## src/rtl/nalsplit_pkg.sv

```systemverilog
`timescale 1ns / 1ps

package nalsplit_pkg;

	// Field types shared by the channel interfaces and the splitter
	typedef logic [7:0] byte_t;

	// Most result transfers one input byte can cause: one shifted out, four flushed
	localparam int MaxResults = 5;
	// Depth of the hold window that looks for a three-byte start code
	localparam int HeldDepth  = 4;
	// Length of the opening start code of a frame
	localparam int HeaderLen  = 4;

	// Opening start code 00 00 00 01
	localparam byte_t StartCode [HeaderLen] = '{8'h00, 8'h00, 8'h00, 8'h01};
	// Last byte of every start code
	localparam byte_t CodeOne   = 8'h01;
	localparam byte_t CodeZero  = 8'h00;

	// One result transfer
	typedef struct packed {
		byte_t out_byte;
		logic  byte_valid;
		logic  nal_end;
		logic  start_error;
	} result_t;

endpackage

```

## src/rtl/nalsplit_in_if.sv

```systemverilog
`timescale 1ns / 1ps

// Input channel: one frame byte per transfer
interface nalsplit_in_if;
	logic                 valid;
	logic                 ready;
	nalsplit_pkg::byte_t  data_byte;
	logic                 frame_last;

	modport source (output valid, output data_byte, output frame_last, input ready);
	modport sink   (input valid, input data_byte, input frame_last, output ready);
endinterface

```

## src/rtl/nalsplit_out_if.sv

```systemverilog
`timescale 1ns / 1ps

// Output channel: one payload byte or error flag per transfer
interface nalsplit_out_if;
	logic                 valid;
	logic                 ready;
	nalsplit_pkg::byte_t  out_byte;
	logic                 byte_valid;
	logic                 nal_end;
	logic                 start_error;

	modport source (output valid, output out_byte, output byte_valid, output nal_end,
		output start_error, input ready);
	modport sink   (input valid, input out_byte, input byte_valid, input nal_end,
		input start_error, output ready);
endinterface

```

## src/rtl/annexb_nal_splitter_top.sv

```systemverilog
`timescale 1ns / 1ps

// Annex B NAL splitter. Takes one encoded frame a byte per transfer, frame_last on its
// final byte. The frame must open with 00 00 00 01, else one start_error result is sent
// and the rest of the frame is dropped. After that, start codes are stripped, the byte
// before each 00 00 01 is dropped, and payload bytes come out in order with nal_end on
// each NAL's last byte; at frame end all held bytes are flushed. Results of a byte are
// registered and show in the cycle after its transfer. A byte that causes zero or one
// result is taken every cycle while the receiver is ready; a byte that causes more
// results (up to five on a frame's final byte) holds the input until the last is taken,
// since the single result buffer drains one result per cycle while the receiver is ready.
module annexb_nal_splitter_top (
	input  logic                  clk,
	input  logic                  arst_n,
	nalsplit_in_if.sink           in_ch,
	nalsplit_out_if.source        out_ch
);

	localparam int HeldW = $clog2(nalsplit_pkg::HeldDepth + 1);
	localparam int HposW = $clog2(nalsplit_pkg::HeaderLen + 1);
	localparam int ResW  = $clog2(nalsplit_pkg::MaxResults + 1);
	localparam int IdxW  = $clog2(nalsplit_pkg::MaxResults);
	localparam int HIdxW = $clog2(nalsplit_pkg::HeldDepth);

	// Frame parse state
	nalsplit_pkg::byte_t   held_q [nalsplit_pkg::HeldDepth];
	logic [HeldW-1:0]      held_cnt_q;
	logic [HposW-1:0]      hpos_q;
	logic                  failed_q;

	// Result buffer for the last accepted byte
	nalsplit_pkg::result_t res_s1 [nalsplit_pkg::MaxResults];
	logic [ResW-1:0]       res_cnt_s1;
	logic [IdxW-1:0]       rd_q;

	// Next-state and result signals
	nalsplit_pkg::byte_t   held_d [nalsplit_pkg::HeldDepth];
	logic [HeldW-1:0]      held_cnt_d;
	logic [HposW-1:0]      hpos_d;
	logic                  failed_d;
	nalsplit_pkg::result_t res_d [nalsplit_pkg::MaxResults];
	logic [ResW-1:0]       res_n;
	logic [HeldW-1:0]      cnt_m1;
	logic [HeldW-1:0]      cnt_m2;
	logic                  code_hit;

	logic                  in_fire;
	logic                  out_fire;
	logic                  last_out;

	nalsplit_pkg::byte_t   b;
	logic                  last;

	assign b    = in_ch.data_byte;
	assign last = in_ch.frame_last;

	assign cnt_m1   = held_cnt_q - HeldW'(1);
	assign cnt_m2   = held_cnt_q - HeldW'(2);
	assign code_hit = (held_cnt_q >= HeldW'(2)) && (b == nalsplit_pkg::CodeOne)
		&& (held_q[cnt_m2[HIdxW-1:0]] == nalsplit_pkg::CodeZero)
		&& (held_q[cnt_m1[HIdxW-1:0]] == nalsplit_pkg::CodeZero);

	// Parse one byte: next state and its list of results
	always_comb begin
		held_d     = held_q;
		held_cnt_d = held_cnt_q;
		hpos_d     = hpos_q;
		failed_d   = failed_q;
		res_n      = '0;
		for (int i = 0; i < nalsplit_pkg::MaxResults; i++) begin
			res_d[i] = '0;
		end

		if (failed_q) begin
			// rest of a bad frame is ignored; frame end restarts the opening check
			if (last) begin
				failed_d   = 1'b0;
				held_cnt_d = '0;
				hpos_d     = '0;
			end
		end else if (hpos_q < HposW'(nalsplit_pkg::HeaderLen)) begin
			// opening start code check
			if (b != nalsplit_pkg::StartCode[hpos_q[HIdxW-1:0]]) begin
				res_d[0].start_error = 1'b1;
				res_n = ResW'(1);
				if (last) begin
					held_cnt_d = '0;
					hpos_d     = '0;
				end else begin
					failed_d = 1'b1;
				end
			end else if (last) begin
				if (hpos_q + HposW'(1) < HposW'(nalsplit_pkg::HeaderLen)) begin
					res_d[0].start_error = 1'b1;
					res_n = ResW'(1);
				end
				held_cnt_d = '0;
				hpos_d     = '0;
			end else begin
				hpos_d = hpos_q + HposW'(1);
			end
		end else if (code_hit) begin
			// start code: emit what is left before the dropped byte
			if (held_cnt_q == HeldW'(nalsplit_pkg::HeldDepth)) begin
				res_d[0] = '{out_byte: held_q[0], byte_valid: 1'b1, nal_end: 1'b1,
					start_error: 1'b0};
				res_n = ResW'(1);
			end
			held_cnt_d = '0;
			if (last) begin
				hpos_d = '0;
			end
		end else begin
			// shift the window when full, then append the byte
			if (held_cnt_q == HeldW'(nalsplit_pkg::HeldDepth)) begin
				res_d[0] = '{out_byte: held_q[0], byte_valid: 1'b1, nal_end: 1'b0,
					start_error: 1'b0};
				res_n = ResW'(1);
				for (int i = 0; i < nalsplit_pkg::HeldDepth - 1; i++) begin
					held_d[i] = held_q[i+1];
				end
				held_d[nalsplit_pkg::HeldDepth-1] = b;
				held_cnt_d = HeldW'(nalsplit_pkg::HeldDepth);
			end else begin
				held_d[held_cnt_q[HIdxW-1:0]] = b;
				held_cnt_d = held_cnt_q + HeldW'(1);
			end
			// frame end: flush the window
			if (last) begin
				for (int i = 0; i < nalsplit_pkg::HeldDepth; i++) begin
					if (HeldW'(i) < held_cnt_d) begin
						res_d[IdxW'(res_n) + IdxW'(i)] = '{out_byte: held_d[i],
							byte_valid: 1'b1,
							nal_end: (HeldW'(i) == held_cnt_d - HeldW'(1)),
							start_error: 1'b0};
					end
				end
				res_n      = res_n + ResW'(held_cnt_d);
				held_cnt_d = '0;
				hpos_d     = '0;
			end
		end
	end

	// Handshake: take a byte once the buffer is empty or emptying this cycle
	assign last_out     = (ResW'(rd_q) == res_cnt_s1 - ResW'(1));
	assign out_fire     = out_ch.valid && out_ch.ready;
	assign in_ch.ready  = (res_cnt_s1 == '0) || (out_ch.ready && last_out);
	assign in_fire      = in_ch.valid && in_ch.ready;

	assign out_ch.valid       = (res_cnt_s1 != '0);
	assign out_ch.out_byte    = res_s1[rd_q].out_byte;
	assign out_ch.byte_valid  = res_s1[rd_q].byte_valid;
	assign out_ch.nal_end     = res_s1[rd_q].nal_end;
	assign out_ch.start_error = res_s1[rd_q].start_error;

	// Parse state and result buffer control
	always_ff @(posedge clk or negedge arst_n) begin
		if (!arst_n) begin
			held_cnt_q <= '0;
			hpos_q     <= '0;
			failed_q   <= 1'b0;
			res_cnt_s1 <= '0;
			rd_q       <= '0;
		end else begin
			if (in_fire) begin
				held_cnt_q <= held_cnt_d;
				hpos_q     <= hpos_d;
				failed_q   <= failed_d;
				res_cnt_s1 <= res_n;
				rd_q       <= '0;
			end else if (out_fire) begin
				if (last_out) begin
					res_cnt_s1 <= '0;
					rd_q       <= '0;
				end else begin
					rd_q <= rd_q + IdxW'(1);
				end
			end
		end
	end

	// Payload registers
	always_ff @(posedge clk) begin
		if (in_fire) begin
			held_q <= held_d;
			res_s1 <= res_d;
		end
	end

endmodule

```

## src/flat_wrapper.sv

```systemverilog
// flat-port wrapper written by rule: the top's interface ports become plain ports
module annexb_nal_splitter_top_flat 
  (clk, arst_n, in_ch_valid, in_ch_data_byte, in_ch_frame_last, in_ch_ready, out_ch_valid, out_ch_out_byte, out_ch_byte_valid, out_ch_nal_end, out_ch_start_error, out_ch_ready);
  nalsplit_in_if in_ch_i ();
  nalsplit_out_if out_ch_i ();
  input  logic clk;
  input  logic arst_n;
  input wire logic [$bits(in_ch_i.valid)-1:0] in_ch_valid;
  input wire logic [$bits(in_ch_i.data_byte)-1:0] in_ch_data_byte;
  input wire logic [$bits(in_ch_i.frame_last)-1:0] in_ch_frame_last;
  output wire logic [$bits(in_ch_i.ready)-1:0] in_ch_ready;
  output wire logic [$bits(out_ch_i.valid)-1:0] out_ch_valid;
  output wire logic [$bits(out_ch_i.out_byte)-1:0] out_ch_out_byte;
  output wire logic [$bits(out_ch_i.byte_valid)-1:0] out_ch_byte_valid;
  output wire logic [$bits(out_ch_i.nal_end)-1:0] out_ch_nal_end;
  output wire logic [$bits(out_ch_i.start_error)-1:0] out_ch_start_error;
  input wire logic [$bits(out_ch_i.ready)-1:0] out_ch_ready;
  assign in_ch_i.valid = in_ch_valid;
  assign in_ch_i.data_byte = in_ch_data_byte;
  assign in_ch_i.frame_last = in_ch_frame_last;
  assign in_ch_ready = in_ch_i.ready;
  assign out_ch_valid = out_ch_i.valid;
  assign out_ch_out_byte = out_ch_i.out_byte;
  assign out_ch_byte_valid = out_ch_i.byte_valid;
  assign out_ch_nal_end = out_ch_i.nal_end;
  assign out_ch_start_error = out_ch_i.start_error;
  assign out_ch_i.ready = out_ch_ready;
  annexb_nal_splitter_top u_core (.clk(clk), .arst_n(arst_n), .in_ch(in_ch_i), .out_ch(out_ch_i));
endmodule
```

## config.mk

```make
export PLATFORM = sky130hd
export DESIGN_NAME = annexb_nal_splitter_top_flat
export DESIGN_NICKNAME = d
export VERILOG_FILES = /design/src/rtl/nalsplit_pkg.sv /design/src/rtl/nalsplit_in_if.sv /design/src/rtl/nalsplit_out_if.sv /design/src/rtl/annexb_nal_splitter_top.sv /design/src/flat_wrapper.sv
export SDC_FILE = /design/constraint.sdc
export NUM_CORES = 1
export LEC_CHECK = 0
export BUFFER_PORTS_ARGS = -buffer_cell sky130_fd_sc_hd__buf_4
export CORE_ASPECT_RATIO = 1.4
export CORE_UTILIZATION = 45
export CTS_CLUSTER_SIZE = 20
export DETAILED_ROUTE_END_ITERATION = 12
export GPL_ROUTABILITY_DRIVEN = 1
export HOLD_SLACK_MARGIN = 0.02
export PLACE_DENSITY = 0.63
export SLEW_MARGIN = 0
export SYNTH_ARGS = -nofsm -noshare
export SYNTH_HDL_FRONTEND = slang
export SYNTH_SLANG_ARGS = --single-unit
```

## constraint.sdc

```tcl
create_clock -name clk -period 7.2 [get_ports clk]
set_input_delay 0.72 -clock clk [delete_from_list [all_inputs] [get_ports clk]]
set_output_delay 0.72 -clock clk [all_outputs]
set_load 0.005 [all_outputs]
```

; ---- Word-level counts from Yosys, hierarchy flattened
; Cells that the tools add are included.
[word_totals]
regBits = 100
out_inout_bits = 13
elab_cells = 197
inputBits = 13
[classes]
n_eq_ne = 7
bitwise_logic = 13
muxes = 93
order_cmp = 21
n_reduce_logical = 23
add_sub_neg = 11
[ops]
columns = operator, n
row1 = $mux 55, 17
row2 = $bwmux 55, 4
row3 = $demux 11 s3, 4
row4 = $mux 11, 12
row5 = $mux 32, 4
row6 = $mux 3, 29
row7 = $mux 8, 7
row8 = $bmux 8 s2, 3
row9 = $bmux 11 s3, 1
row10 = $bwmux 32, 1
row11 = $ge 4x4->1 const B, 5
row12 = $not 3->4, 5
row13 = $demux 8 s2, 1
row14 = $logic_not 8->1, 2
row15 = $lt 4x1->1 const B, 4
row16 = $add 3x1->3 const B, 4
row17 = $ge 3x3->1 const B, 4
row18 = $not 2->3, 4
row19 = $logic_and 1x1->1, 11
row20 = $mux 1, 10
row21 = $eq 8x1->1 const B, 1
row22 = $ne 8x8->1, 1
row23 = $add 3x2->3 const B, 2
row24 = $eq 2x3->1 const A, 2
row25 = other kinds (21), 30

; ---- Logic depth before layout (Yosys ltp)
[logic_depth]
ltp_word = 39
ltp_mapped = 9
depth_no_buf = 8

; ---- Worst setup path before layout
; OpenSTA, ideal clock, no wires.
[synth_path]
path_type = reg2reg
start = register u_core.res_cnt_s1[0]
end = register u_core.held_q[0] (netlist bit), enable pin
setup_slack_ns = 2.313
synth_period_minus_slack_ns = 4.887
stages_incl_launch_ff = 9
t_required_ns = 6.779
n_path_buf = 1
arrival_time_ns = 4.466
setup_ns = 0.421
cell_sequence = dfrtp_1 inv_1 ha_1 ha_1 xor2_1 a41o_1 clkbuf_1 nand2_1 nor2_1
[synth_between]
elab_chain_cells = 6
elab_cells_between_ends = 7
classes_between = add/sub (1) / eq/ne (1) / reduce/logical (5)
[synth_rtl]
columns = item, line
row1 = start: declaration, annexb_nal_splitter_top.sv:33  ; logic [ResW-1:0] res_cnt_s1;
row2 = start signal: assignment, annexb_nal_splitter_top.sv:170  ; res_cnt_s1 <= res_n;
row3 = $sub 3x1->3, annexb_nal_splitter_top.sv:146  ; assign last_out = (ResW'(rd_q) == res_cnt_s1 - ResW'(1));
row4 = $eq 3x3->1, annexb_nal_splitter_top.sv:146
row5 = $logic_and 1x1->1, annexb_nal_splitter_top.sv:148  ; assign in_ch.ready = (res_cnt_s1 == '0) || (out_ch.ready && last_out);
row6 = $logic_or 1x1->1 (*), annexb_nal_splitter_top.sv:148
row7 = $logic_and 1x1->1 (*), annexb_nal_splitter_top.sv:149  ; assign in_fire = in_ch.valid && in_ch.ready;
row8 = via u_core.in_fire, annexb_nal_splitter_top.sv:47  ; logic in_fire;
row9 = $reduce_and 4->1 (no source line) (*), --
row10 = end signal: assignment, annexb_nal_splitter_top.sv:186  ; held_q <= held_d;
row11 = end: declaration, annexb_nal_splitter_top.sv:26  ; nalsplit_pkg::byte_t held_q [nalsplit_pkg::HeldDepth];
; The timed path passes the listed nets; every way through them passes the cells marked *.
; A chain may end at the register's enable or synchronous reset.

; ---- Final worst setup path
[layout_path]
start = register u_core.held_cnt_q[0]
end = register u_core.res_s1[48] (netlist bit), data pin
[layout_between]
elab_chain_cells = 32
elab_cells_between_ends = 95
classes_between = add/sub (6) / order compare (15) / eq/ne (1) / mux (56) / bitwise (7) / reduce/logical (10)
[layout_rtl]
columns = item, line
row1 = start: declaration, annexb_nal_splitter_top.sv:27  ; logic [HeldW-1:0] held_cnt_q;
row2 = start signal: assignment, annexb_nal_splitter_top.sv:167  ; held_cnt_q <= held_cnt_d;
row3 = $eq 3x3->1 / $not 2->3 (equally long branches), "annexb_nal_splitter_top.sv:104, annexb_nal_splitter_top.sv:115, annexb_nal_splitter_top.sv:125"
row4 = $mux 1 (tied with other cells), annexb_nal_splitter_top.sv:115  ; if (held_cnt_q == HeldW'(nalsplit_pkg::HeldDepth)) begin
row5 = $mux 3 / $logic_and 1x1->1 (equally long branches), "annexb_nal_splitter_top.sv:102, annexb_nal_splitter_top.sv:125"
row6 = $mux 3 / $mux 8 (equally long branches), "annexb_nal_splitter_top.sv:81, annexb_nal_splitter_top.sv:125"
row7 = $mux 3 / $demux 8 s2 (equally long branches), "annexb_nal_splitter_top.sv:74, annexb_nal_splitter_top.sv:125"
row8 = $not 3->4 / $bwmux 32 (equally long branches), "annexb_nal_splitter_top.sv:134, annexb_nal_splitter_top.sv:125"
row9 = $ge 4x4->1 (implied by the code) (tied with other cells), annexb_nal_splitter_top.sv:132  ; res_d[IdxW'(res_n) + IdxW'(i)] = '{out_byte: held_d[i],
row10 = $logic_and 1x1->1 (implied by the code) / $mux 32 (equally long branches), "annexb_nal_splitter_top.sv:132, annexb_nal_splitter_top.sv:102"
row11 = [... 16 more ...], --
row12 = $mux 55, annexb_nal_splitter_top.sv:129  ; if (last) begin
row13 = $mux 55, annexb_nal_splitter_top.sv:102  ; end else if (code_hit) begin
row14 = $mux 55, annexb_nal_splitter_top.sv:81  ; end else if (hpos_q < HposW'(nalsplit_pkg::HeaderLen)) begin
row15 = $mux 55, annexb_nal_splitter_top.sv:74  ; if (failed_q) begin
row16 = $bwmux 55, annexb_nal_splitter_top.sv:132
row17 = $mux 55, annexb_nal_splitter_top.sv:131  ; if (HeldW'(i) < held_cnt_d) begin
row18 = $mux 55, annexb_nal_splitter_top.sv:129
row19 = $mux 11 (*), annexb_nal_splitter_top.sv:102
row20 = end signal: assignment, annexb_nal_splitter_top.sv:187  ; res_s1 <= res_d;
row21 = end: declaration, annexb_nal_splitter_top.sv:32  ; nalsplit_pkg::result_t res_s1 [nalsplit_pkg::MaxResults];
; Every way passes the cells marked *; elsewhere a longest branch is shown, timed or not. The select of a mux whose other input is x is not followed.

==> qor.yml <==
cts_tree: "done"
overflow: 0
rsz0062_at_grt: "false"
ys_seq_elements: 96
reg2reg_to: "u_core.res_s1[48]$_SDFFCE_PN0P_"
cts.clk_slew.worst_paths_ps: 60
crit_end: "u_core.res_s1[48]$_SDFFCE_PN0P_"
wl_mm: 12.1
drive_above_1_share_pct: 11.9
fmax_mhz: 320
setup_viol: 0
vdd_drop_max_mv: 0.132
gp_congestion: 0.906
synth_warnings: 0
grt_pass1_wl_mm: 19.9
finClkSkew_ps: 7.96
setup_tns_ps: 0
cts_inserted_buffers: 9
endpoint_kind: "register"
r2r_slack_ps: 4080
fillers: 1051
clock-root-buffer: "clkbuf_16"
netlist-cell-type-count: 49
antenna_cells: 0
holdBufCountCts: 0
die_w_um: 93.6
drtIter0Drc: 325
antenna_found_initial: 0
place_hpwl_mm: 8.86
io_buffers: 25
die_area_um2: 12200
via_per_inst: 5.95
startpoint: "u_core.held_cnt_q[0]$_DFFE_PN0P_"
critPathLaunchType: "register"
synth_edf_count: 83
cts.sinks: 96
grt.total_usage_pct: 21.7
p_leak_nw: 1.96
coreArea_um2: 11400
syn_avg_cell_area_um2: 10.8
area_delta_synth_final_pct: 9.52
num_io_pins: 26
initial_utilization_pct: 46.4
layout.nets: 512
cts_resized: 0
yosys-top-cells-area: "edfxtp_1, mux2i_1, dfrtp_1, nand2_1, o21ai_0"
worst_pin_slew_ps: 1040
yosysTopAreaCell: "edfxtp_1"
grt_start_max_net_pins: 67
via_count: 3808
clk_latency_ps: 340
layout_min_cycle_time_ps: 3120
powerDensity_nw_per_um2: 271
arrival_ps: 3190
synth.yosys.seq_area_share_pct: 53.3
synth_cells: 491
r2r_start: "u_core.held_cnt_q[0]$_DFFE_PN0P_"
critPathRequiredTime_ps: 7270
drv.max_cap_violation_count: 0
htreeDepth: 3
fin_area_um2: 5790
synth_most_common_cell: "edfxtp_1"
path_class: "reg -> reg"
wire_per_inst_um: 19.0
finalCritPeriodShare_pct: 43.4
row_count: 46
critPathMaxFanout: 13
post_cts_buffers: 0
syn_nets: 512
drt-pass1-iter-count: 5
synth_top_area_share_pct: 47.2
slew_headroom_pct: 30.4
fp.dieH_um: 130
hold_class: "in -> async"
dpl-instance-area_um2: 5500
status: "finished, final reports clean"
slew_violations: 0
synth_async_sr_flop_share_pct: 13.5
hold_viol: 0
synth_area_um2: 5280
drc: 0
synth_commonest_cells: "edfxtp_1, nand2_1, mux2i_1"
ant_nets: 0
r2r_cells: 7
clk_path_buf_depth: 2
synthFlopType: "edfxtp_1"
grt_pass1_vias: 3667
-- cell usage in the layout, fill, tap and decap left out, types with 2 or more instances in the layout --
master and count:
nor4_2 2, mux2_2 8, a21oi_1 15, a21o_1 8, and3_1 3, nand3b_1 2
o22ai_1 20, nand3_1 14, o211ai_1 3, a22oi_1 18, edfxtp_1 83, nor3b_1 8
nor3_1 23, nand4_1 5, clkbuf_16 9, inv_1 19, xor2_1 4, mux2i_1 46
buf_4 30, nor2b_1 4, nand2_1 48, nor4_1 15, o21ai_0 34, nor2_1 20
ha_1 8, dfrtp_1 13, clkinv_1 3, nand2b_1 3, and2_1 5
-- registers in the layout, indices dropped and copies added (netlist names) --
name,count
u_core.res_cnt_s1,3
u_core.hpos_q,3
u_core.failed_q,1
u_core.res_s1,51
u_core.held_cnt_q,3
u_core.rd_q,3
u_core.held_q,32
-- cell families after synthesis --
logic type               share of synthesized area (%)
XOR/XNOR                                         0.663
AO/OA/AOI/OAI                                     12.6
multiplexers                                      11.1
adder cells (fa/ha/maj)                           1.89
buffers and inverters                             5.09
AND/OR/NAND/NOR                                   15.3
flip-flops                                        53.3
-- report_power, final --
group	leakage, nW	switching [mW]	internal (mW)	total, mW
Sequential	0.965	0.0392	0.694	0.733
Combinational	0.855	0.206	0.165	0.372
Clock	0.138	0.197	0.268	0.464
-- worst max-delay path, stage by stage, from the launching register on --
cell and delay (ps):
dfrtp_1 500, clkinv_1 320, ha_1 420, nand3b_1 240, a21oi_1 680, nand2_1 400
nand3_1 190, o22ai_1 90
-- layer usage --
| metal | global-route usage (%) | share of wire (%) | vias to the layer above |
|---|---|---|---|
| met5 | 0 | 0 | - |
| met3 | 3.38 | 4.9 | 23 |
| met2 | 36.2 | 50 | 143 |
| met1 | 28.4 | 42 | 1798 |
| li1 | - | - | 1844 |
| met4 | 8.51 | 2.9 | 0 |
-- cell type report --
class | instances | area (um^2) | share of cell area, %
multi-input cells | 334 | 2200 | 38.0
inverters | 20 | 75.1 | 1.30
repair buffers | 30 | 225 | 3.89
well taps | 144 | 180 | 3.11
clock buffers | 10 | 229 | 3.96
flip-flops and latches | 96 | 2820 | 48.7
clock inverters | 6 | 58.8 | 1.02
-- how the worst min path moves through the flow --
stage / to / slack [ps]
floorplan: u_core.failed_q$_DFFE_PN0P_ / 420
global placement: u_core.res_cnt_s1[2]$_DFFE_PN0P_ / 470
detailed placement: u_core.res_cnt_s1[2]$_DFFE_PN0P_ / 480
CTS: u_core.res_cnt_s1[2]$_DFFE_PN0P_ / 220
global route: u_core.hpos_q[2]$_DFFE_PN0P_ / 220
finish: u_core.failed_q$_DFFE_PN0P_ / 220
-- through the flow --
stage / total power [mW] / util, % / setup WS (ps) / hold slack [ps] / instances
6_report: 1.57 / 50.8 / 4080 / 217 / 640
5_1_grt: 1.65 / 50.8 / 3970 / 220 / 640
2_1_floorplan: 0.975 / - / 2310 / 424 / 491
3_3_place_gp: 1.11 / 48.2 / 4140 / 475 / 624
4_1_cts: 1.58 / 50.8 / 4130 / 217 / 640
3_5_place_dp: 1.12 / 48.2 / 4120 / 475 / 624
No activity file was read; power rests on OpenSTA's default activity.
